### config.mk
export PLATFORM = sky130hd
export DESIGN_NAME = sync_length_checksum_deframer
export DESIGN_NICKNAME = d
export VERILOG_FILES = /design/src/design/sld_pkg.sv /design/src/design/sld_core.sv /design/src/design/sld_outbuf.sv /design/src/design/sync_length_checksum_deframer.sv
export SDC_FILE = /design/constraint.sdc
export NUM_CORES = 1
export LEC_CHECK = 0
export BUFFER_PORTS_ARGS = -buffer_cell sky130_fd_sc_hd__buf_2
export CAP_MARGIN = 10
export CORE_UTILIZATION = 35
export DETAILED_ROUTE_END_ITERATION = 16
export GPL_TIMING_DRIVEN = 1
export PLACE_DENSITY = 0.65
export SETUP_SLACK_MARGIN = 0.1
export SYNTH_ARGS = -nofsm -noshare
export SYNTH_HDL_FRONTEND = slang
export SYNTH_SLANG_ARGS = --single-unit
### constraint.sdc
create_clock -name i_clk -period 3 [get_ports i_clk]
set_input_delay 0.45 -clock i_clk [delete_from_list [all_inputs] [get_ports i_clk]]
set_output_delay 0.45 -clock i_clk [all_outputs]
set_load 0.01 [all_outputs]
### src/design/sld_pkg.sv
// ----------------------------------------------------------------------------
// sld_pkg
// Shared constants and types for the sync / length / checksum deframer.
// ----------------------------------------------------------------------------
`timescale 1ns / 1ps
`default_nettype none

package sld_pkg;

    // Sync pair that opens every frame
    localparam logic [7:0] SYNC_FIRST  = 8'hFF;
    localparam logic [7:0] SYNC_SECOND = 8'h55;

    // One result beat
    typedef struct packed {
        logic       is_frame_end;
        logic [7:0] payload_byte;
        logic [7:0] byte_index;
        logic [7:0] frame_length;
        logic       checksum_ok;
    } t_result;

endpackage

`default_nettype wire

### src/design/sld_core.sv
// ----------------------------------------------------------------------------
// sld_core
// Frame state machine: sync hunt, length capture, payload count and checksum.
// Produces at most one result per accepted byte, in the same cycle.
// ----------------------------------------------------------------------------
`timescale 1ns / 1ps
`default_nettype none

module sld_core (
    input  wire logic            i_clk,
    input  wire logic            i_rst_n,
    input  wire logic            i_accept,
    input  wire logic [7:0]      i_rx_byte,
    output logic                 o_res_valid,
    output sld_pkg::t_result     o_res
);

    typedef enum logic [1:0] {
        PH_HUNT  = 2'd0,
        PH_SYNC2 = 2'd1,
        PH_LEN   = 2'd2,
        PH_BODY  = 2'd3
    } t_phase;

    t_phase     r_phase, n_phase;
    logic [7:0] r_count, n_count;
    logic [7:0] r_length, n_length;
    logic [7:0] r_sum, n_sum;

    logic       in_payload;
    logic [7:0] sum_next;

    assign in_payload = (r_count < r_length);
    assign sum_next   = 8'(r_sum + i_rx_byte);

    // Next state and result for the current byte
    always_comb begin
        n_phase     = r_phase;
        n_count     = r_count;
        n_length    = r_length;
        n_sum       = r_sum;
        o_res_valid = 1'b0;
        o_res       = '0;
        if (i_accept) begin
            case (r_phase)
                PH_HUNT: begin
                    if (i_rx_byte == sld_pkg::SYNC_FIRST) begin
                        n_phase = PH_SYNC2;
                    end else begin
                        n_phase  = PH_HUNT;
                        n_count  = '0;
                        n_length = '0;
                        n_sum    = '0;
                    end
                end
                PH_SYNC2: begin
                    if (i_rx_byte == sld_pkg::SYNC_SECOND) begin
                        n_phase = PH_LEN;
                    end else begin
                        n_phase  = PH_HUNT;
                        n_count  = '0;
                        n_length = '0;
                        n_sum    = '0;
                    end
                end
                PH_LEN: begin
                    n_length = i_rx_byte;
                    n_sum    = i_rx_byte;
                    n_count  = '0;
                    n_phase  = PH_BODY;
                end
                PH_BODY: begin
                    o_res_valid        = 1'b1;
                    o_res.frame_length = r_length;
                    if (in_payload) begin
                        o_res.payload_byte = i_rx_byte;
                        o_res.byte_index   = r_count;
                        n_sum              = sum_next;
                        n_count            = 8'(r_count + 8'd1);
                    end else begin
                        // checksum byte closes the frame
                        o_res.is_frame_end = 1'b1;
                        o_res.checksum_ok  = (sum_next == 8'd0);
                        n_phase            = PH_HUNT;
                        n_count            = '0;
                        n_length           = '0;
                        n_sum              = '0;
                    end
                end
                default: begin
                    n_phase = PH_HUNT;
                end
            endcase
        end
    end

    // State registers
    always_ff @(posedge i_clk) begin
        if (!i_rst_n) begin
            r_phase  <= PH_HUNT;
            r_count  <= '0;
            r_length <= '0;
            r_sum    <= '0;
        end else begin
            r_phase  <= n_phase;
            r_count  <= n_count;
            r_length <= n_length;
            r_sum    <= n_sum;
        end
    end

    // Count never runs past the declared length
    a_count_bound: assert property (@(posedge i_clk) disable iff (!i_rst_n)
        (r_phase == PH_BODY) |-> (r_count <= r_length))
        else $error("payload count beyond frame length");

    // End beat returns to hunting
    a_end_hunt: assert property (@(posedge i_clk) disable iff (!i_rst_n)
        (o_res_valid && o_res.is_frame_end) |=> (r_phase == PH_HUNT))
        else $error("no return to hunt after frame end");

    // Hunting keeps counters clear
    a_hunt_clear: assert property (@(posedge i_clk) disable iff (!i_rst_n)
        (r_phase == PH_HUNT) |-> (r_count == 8'd0 && r_length == 8'd0 && r_sum == 8'd0))
        else $error("counters not cleared while hunting");

endmodule

`default_nettype wire

### src/design/sld_outbuf.sv
// ----------------------------------------------------------------------------
// sld_outbuf
// Result register with a skid stage. Upstream stall comes from the skid
// flag only, so it is a plain register output.
// ----------------------------------------------------------------------------
`timescale 1ns / 1ps
`default_nettype none

module sld_outbuf (
    input  wire logic              i_clk,
    input  wire logic              i_rst_n,
    input  wire logic              i_push,
    input  wire sld_pkg::t_result  i_data,
    output logic                   o_full,
    output logic                   o_valid,
    input  wire logic              i_stall,
    output sld_pkg::t_result       o_data
);

    logic             r_main_v;
    logic             r_skid_v;
    sld_pkg::t_result r_main;
    sld_pkg::t_result r_skid;
    logic             pop;

    assign pop     = r_main_v && !i_stall;
    assign o_valid = r_main_v;
    assign o_data  = r_main;
    assign o_full  = r_skid_v;

    // Valid flags
    always_ff @(posedge i_clk) begin
        if (!i_rst_n) begin
            r_main_v <= 1'b0;
            r_skid_v <= 1'b0;
        end else if (r_skid_v) begin
            if (pop) begin
                r_skid_v <= 1'b0;
            end
        end else if (i_push) begin
            if (!r_main_v || pop) begin
                r_main_v <= 1'b1;
            end else begin
                r_skid_v <= 1'b1;
            end
        end else if (pop) begin
            r_main_v <= 1'b0;
        end
    end

    // Beat data
    always_ff @(posedge i_clk) begin
        if (r_skid_v) begin
            if (pop) begin
                r_main <= r_skid;
            end
        end else if (i_push) begin
            if (!r_main_v || pop) begin
                r_main <= i_data;
            end else begin
                r_skid <= i_data;
            end
        end
    end

    // Skid only holds a beat behind a full main register
    a_skid_main: assert property (@(posedge i_clk) disable iff (!i_rst_n)
        r_skid_v |-> r_main_v)
        else $error("skid valid with empty main register");

    // Stalled skid beat is kept
    a_skid_hold: assert property (@(posedge i_clk) disable iff (!i_rst_n)
        (r_skid_v && i_stall) |=> (r_skid_v && $stable(r_skid)))
        else $error("skid beat lost under stall");

    // Push into a stalled full main lands in the skid
    a_skid_fill: assert property (@(posedge i_clk) disable iff (!i_rst_n)
        (i_push && !r_skid_v && r_main_v && i_stall) |=> r_skid_v)
        else $error("beat dropped on stalled output");

endmodule

`default_nettype wire

### src/design/sync_length_checksum_deframer.sv
// Result beats are registered: in the result register, or the skid stage if stalled.
// Throughput: one byte per cycle while o_stall is low; the frame state advances per accepted byte.
// o_stall rises only when the skid stage holds a beat behind a stalled output.
// Reset (synchronous, active low) returns to sync hunting, clears counters
// and empties the result register and skid stage.
// ----------------------------------------------------------------------------
// sync_length_checksum_deframer
// Top level: byte-stream deframer with payload and end-of-frame result beats.
// ----------------------------------------------------------------------------
`timescale 1ns / 1ps
`default_nettype none

module sync_length_checksum_deframer (
    input  wire logic       i_clk,
    input  wire logic       i_rst_n,
    input  wire logic       i_valid,
    output logic            o_stall,
    input  wire logic [7:0] i_rx_byte,
    output logic            o_valid,
    input  wire logic       i_stall,
    output logic            o_is_frame_end,
    output logic [7:0]      o_payload_byte,
    output logic [7:0]      o_byte_index,
    output logic [7:0]      o_frame_length,
    output logic            o_checksum_ok
);

    logic             accept;
    logic             res_valid;
    logic             buf_full;
    sld_pkg::t_result res;
    sld_pkg::t_result out_data;

    assign o_stall = buf_full;
    assign accept  = i_valid && !buf_full;

    // Frame state machine
    sld_core u_core (
        .i_clk       (i_clk),
        .i_rst_n     (i_rst_n),
        .i_accept    (accept),
        .i_rx_byte   (i_rx_byte),
        .o_res_valid (res_valid),
        .o_res       (res)
    );

    // Result register and skid stage
    sld_outbuf u_outbuf (
        .i_clk   (i_clk),
        .i_rst_n (i_rst_n),
        .i_push  (res_valid),
        .i_data  (res),
        .o_full  (buf_full),
        .o_valid (o_valid),
        .i_stall (i_stall),
        .o_data  (out_data)
    );

    assign o_is_frame_end = out_data.is_frame_end;
    assign o_payload_byte = out_data.payload_byte;
    assign o_byte_index   = out_data.byte_index;
    assign o_frame_length = out_data.frame_length;
    assign o_checksum_ok  = out_data.checksum_ok;

endmodule

`default_nettype wire
# Word-level counts from Yosys, hierarchy flattened
# Index checks and enable logic that the tools add are counted.
[op_classes] addsub=2 multipliers=0 div=0 magnitude_cmp=1 eq_ne=10 shifts=0 muxes=30 n_bitwise=2 n_reduce_logical=17
[op_table] cell="$mux 26" count=6
[op_table] cell="$pmux 8 s4" count=3
[op_table] cell="$mux 8" count=5
[op_table] cell="$mux 16" count=1
[op_table] cell="$mux 1" count=12
[op_table] cell="$reduce_and 3->1" count=4
[op_table] cell="$add 8x1->8 const B" count=1
[op_table] cell="$add 8x8->8" count=1
[op_table] cell="$eq 8x7->1 const B" count=1
[op_table] cell="$eq 8x8->1 const B" count=1
[op_table] cell="$logic_not 8->1" count=1
[op_table] cell="$lt 8x8->1" count=1
[op_table] cell="$ne 2x2->1 const B" count=4
[op_table] cell="$pmux 2 s4" count=1
[op_table] cell="$reduce_bool 2->1" count=3
[op_table] cell="$eq 2x2->1 const B" count=2
[op_table] cell="$mux 2" count=2
[op_table] cell="$reduce_and 4->1" count=1
[op_table] cell="$logic_not 1->1" count=3
[op_table] cell="$eq 2x1->1 const B" count=1
[op_table] cell="$logic_and 1x1->1" count=2
[op_table] cell="$logic_not 2->1" count=1
[op_table] cell="$ne 2x1->1 const B" count=1
[op_table] cell="$not 1->1" count=2
[op_table] cell="other kinds (2)" count=2
[totals] ff_bits=80 latch_bits=0 ram_bits=0 rom_bits=0 in_bits=12 out_inout_bits=28 wordCells=78 n_memories=0

# Longest topological paths before layout
[logic_depth] depth_word=8 depth_mapped=8 depth_no_buf=7

# Cells and area by module
# From an unflattened synthesis, not the netlist that was laid out.
[unflattened] hier_cells=326 area_unflattened_um2=4023.9
[modules_own_cells] module="sld_outbuf" n_inst=1 cells_per_inst=94 area_each_um2=2099.5 seq_area_each_um2=1601.5
[modules_own_cells] module="sld_core" n_inst=1 cells_per_inst=231 area_each_um2=1910.6 seq_area_each_um2=520.5
[modules_own_cells] module="sync_length_checksum_deframer" n_inst=1 cells_per_inst=1 area_each_um2=13.8 seq_area_each_um2=0.0

# Least setup slack after synthesis
# Ideal clock, no wire load.
[synth_timing] path_kind="input -> register" startpoint="input port i_valid" endpoint="register u_outbuf.r_main (netlist bit u_outbuf.o_data[0]), enable pin" setup_time_ns=0.418 arrival_time_ns=2.498 required_ns=2.582 path_slack_ns=0.085 path_stages=5 path_buffers=1 cell_sequence="nor2b_1 > buf_1 > and3_1 > a21oi_1 > a21oi_1"
[synth_between] elab_chain_cells=4
[synth_rtl] item="from (decl)" line="sync_length_checksum_deframer.sv:16" source="input wire logic i_valid,"
[synth_rtl] item="$logic_and 1x1->1" line="sync_length_checksum_deframer.sv:35" source="assign accept = i_valid && !buf_full;"
[synth_rtl] item="$mux 1" line="sld_core.sv:44" source="if (i_accept) begin"
[synth_rtl] item="$reduce_bool 2->1 (no source line)"
[synth_rtl] item="$reduce_and 3->1 (no source line)"
[synth_rtl] item="to (signal assigned)" line="sld_outbuf.sv:55" source="r_main <= r_skid;"
[synth_rtl] item="to (signal assigned)" line="sld_outbuf.sv:59" source="r_main <= i_data;"
[synth_rtl] item="to (decl)" line="sld_outbuf.sv:22" source="sld_pkg::t_result r_main;"
# No other way between the ends.
# A chain may end at the register's enable or synchronous reset.

# Final worst setup path
[layout_timing] startpoint="register u_core.r_sum[0]" endpoint="register u_outbuf.r_main (netlist bit u_outbuf.o_data[0]), data pin"
[layout_between] elab_chain_cells=8
[layout_rtl] item="from (decl)" line="sld_core.sv:28" source="logic [7:0] r_sum, n_sum;"
[layout_rtl] item="from (signal assigned)" line="sld_core.sv:108" source="r_sum <= n_sum;"
[layout_rtl] item="$add 8x8->8" line="sld_core.sv:34" source="assign sum_next = 8'(r_sum + i_rx_byte);"
[layout_rtl] item="$logic_not 8->1" line="sld_core.sv:83" source="o_res.checksum_ok = (sum_next == 8'd0);"
[layout_rtl] item="$mux 1" line="sld_core.sv:75" source="if (in_payload) begin"
[layout_rtl] item="$mux 26" line="sld_core.sv:45" source="case (r_phase)"
[layout_rtl] item="$mux 26" line="sld_core.sv:44"
[layout_rtl] item="$mux 26" line="sld_outbuf.sv:58" source="if (!r_main_v || pop) begin"
[layout_rtl] item="$mux 26" line="sld_outbuf.sv:57" source="end else if (i_push) begin"
[layout_rtl] item="$mux 26" line="sld_outbuf.sv:53" source="if (r_skid_v) begin"
# No other way between the ends. The select of a mux whose other input is x is not followed.

==> metrics.yaml <==
hold_path.startpoint: "i_rx_byte[0]"
initial_core_util: 0.364
yosys.area.top_type: "edfxtp_1"
diodes: 0
setup_tns_ns: 0
die-height_um: 106
drtIter0Drc: 203
grt_pass1_vias: 2686
nets: 409
final_core_util: 0.417
ys_warn_count: 0
cts_hold_buf: 0
nFillCells: 999
relSlewSlack: 0.612
ys_ff_latch: 80
period_share: 0.781
clk_pin_slew_ns: 0.08
grt_usage: 0.154
synth-xor-area-share: 0.00697
status: "finished clean"
drive_gt1_frac: 0.197
ff2ff_path_depth: 7
area_delta_synth_final_pct: 14.7
synth_edf_count: 52
syn_nets: 362
cts-root-buf: "clkbuf_8"
fin_ws_ns: 0.658
cts_buffers: 9
synth_ff_type: "edfxtp_1"
fin_worst_skew_ns: 0.0106
port_buffers: 39
async_flop_share: 0
rsz0062_at_grt: "no"
ctsResizeCount: 0
dr.pass1.iters: 5
setup_violations: 0
crit_buf_inv: 0
whs_endpoint: "u_core.r_length[0]$_SDFFE_PN0P_"
cap_violations: 0
synthAdderAreaFrac: 0.0551
yosysSeqAreaShare: 0.563
drt_wl_total_mm: 8.15
p_leak_nw: 1.70
hold_depth: 3
cpMaxStageDelayCell: "or4b_2"
crit_path_start: "u_core.r_sum[0]$_SDFFE_PN0P_"
r2r-end: "u_outbuf.o_data[0]$_DFFE_PP_"
cts_tree: "yes"
vias: 2793
path_class: "reg2reg"
die-area_um2: 11200
path_max_fanout: 3
period_minus_slack_ns: 2.34
drc: 0
crit_chain: "ha_1 > fa_1 > a211oi_1 > or4b_2 > o2111ai_1 > nor2_1 > a32o_1"
arrival_ns: 2.46
clock_path_buffers: 2
htree_levels: 3
vias_per_cell: 5.35
rr_startpoint: "u_core.r_sum[0]$_SDFFE_PN0P_"
holdWs_ns: 0.376
r2r_setup_slack_ns: 0.66
finalHoldViolCount: 0
synth_compound_area_frac: 0.187
ys_types: 51
synthMuxAreaShare: 0.00531
finalPower_mw: 1.92
synthesis.area_um2: 3770
synth_top_area_share: 0.414
ant_nets: 0
yosys.area_share.simple: 0.154
gp_congestion: 0.838
cp-start-kind: "flip-flop"
dp_worst_setup_slack_ns: 0.408
grt_max_degree: 31
hold_class: "in2reg"
antenna_found_initial: 0
fp.dieW_um: 106
cp_slowest_stage_delay_ns: 0.66
grt_pass1_wl_mm: 13.3
ir_worst_vdd_mv: 0.171
wl_per_cell_um: 15.6
fmax_ghz: 0.427
critPathTopFamily: "simple AND/OR/NAND/NOR gates"
cp_data_required_time_ns: 3.11
clk-insertion-delay-late_ns: 0.36
grt.overflow.total: 0
pin_count: 40
synth.avg_cell_area_um2: 11.3
cts_setup_buffers: 0
tritoncts_num_sinks: 80
rows: 37
synth_top_family_by_area: "compound AO/OA/AOI/OAI gates"
report.final.slew_viol_count: 0
setup.worst_path.end_class: "flip-flop"
syn_inst: 334
synthTopCellsByArea: "edfxtp_1 41%, dfxtp_1 15%, a21o_1 5.0%, ha_1 5.0%, a21oi_1 3.2%"
worst_pin_slew_ns: 0.581
p_per_area_nw_per_um2: 443
hpwl_mm: 5.72
core_um2: 10400
==> worst register-to-register path: cells and delay by family (launching register included) <==
kind | cells | cell delay, ns
adders and majority gates | 2 | 0.47
DFF | 1 | 0.34
and+or+nand+nor | 2 | 0.75
AOI/OAI and AO/OA | 3 | 0.55
==> power breakdown <==
part	internal (mW)	switching, mW	total [mW]	leakage [nW]
Clock	0.299	0.391	0.691	0.0793
Combinational	0.0225	0.0459	0.0684	0.956
Sequential	1.16	0.00160	1.16	0.660
Total	1.48	0.439	1.92	1.70
==> cell usage after synthesis, drive strengths merged (9+ instances only) <==
| cell type | n |
|---|---|
| edfxtp | 52 |
| inv | 10 |
| a21o | 25 |
| nand2 | 18 |
| and2 | 18 |
| clkbuf | 11 |
| o21ai | 16 |
| nor2 | 24 |
| a21oi | 24 |
| dfxtp | 28 |
| nor3 | 9 |
| ha | 15 |
==> sequential cells by signal, summed over array words and instances, names as in the netlist, named ones only <==
signal	flops
u_core.r_phase	1
u_outbuf.o_data	26
u_outbuf.r_skid	26
u_core.r_count	8
u_outbuf.o_valid	1
u_outbuf.o_full	1
u_core.r_sum	8
u_core.r_length	8
==> worst max-delay path by stage <==
stage                                   end  depth (start not counted)
3_5_place_dp   u_outbuf.r_skid[0]$_DFFE_PP_                          8
2_1_floorplan  u_outbuf.o_data[0]$_DFFE_PP_                          5
6_report       u_outbuf.o_data[0]$_DFFE_PP_                          7
3_3_place_gp   u_outbuf.o_data[0]$_DFFE_PP_                          8
4_1_cts        u_outbuf.o_data[0]$_DFFE_PP_                          7
5_1_grt        u_outbuf.o_data[0]$_DFFE_PP_                          7
==> layout make-up <==
cell class / count / area, um2 / share of cell area
sequential: 80 / 2120 / 0.490
inverter: 11 / 41.3 / 0.00954
clock inverter: 5 / 33.8 / 0.00781
timing repair buffer: 51 / 285 / 0.0659
tap: 136 / 170 / 0.0393
multi-input combinational: 228 / 1540 / 0.357
clock buffer: 11 / 131 / 0.0304
==> metrics by stage <==
step / area, um2 / instances
after floorplan: 3780 / 334
after global placement: 4160 / 506
after detailed placement: 4160 / 506
after CTS: 4330 / 522
after global routing: 4330 / 522
final: 4330 / 522
==> per-layer routing <==
metal,share of wire,vias up,global-route usage
li1,-,1359,-
met1,0.46,1351,0.199
met2,0.47,66,0.244
met3,0.048,17,0.0383
met4,0.021,0,0.0655
met5,0,-,0
==> kinds of logic (layout without fill, tap and decap cells) <==
group	count (synthesis)	in the layout
flops	80	80
xor+xnor	3	3
fa+ha+maj	16	16
buf+inv	26	78
compound gates	99	99
mux	2	2
simple gates	108	108
==> placed cells by master, fill, tap and decap left out, types with 3 or more instances in the layout <==
| master | instances |
|---|---|
| o21ai_0 | 14 |
| nand3b_1 | 7 |
| nand2_1 | 18 |
| ha_1 | 15 |
| nor2_1 | 24 |
| a211oi_2 | 3 |
| edfxtp_1 | 52 |
| nand3_1 | 7 |
| a21o_1 | 25 |
| a22oi_1 | 7 |
| nor3_1 | 9 |
| a21oi_1 | 23 |
| nor3b_1 | 3 |
| a222oi_1 | 7 |
| clkbuf_8 | 9 |
| and2_1 | 18 |
| inv_1 | 10 |
| buf_2 | 39 |
| and3_1 | 5 |
| nor2b_1 | 5 |
| dfxtp_1 | 28 |
| buf_4 | 12 |
| a31oi_1 | 3 |
No activity file was read; power rests on OpenSTA's default activity.
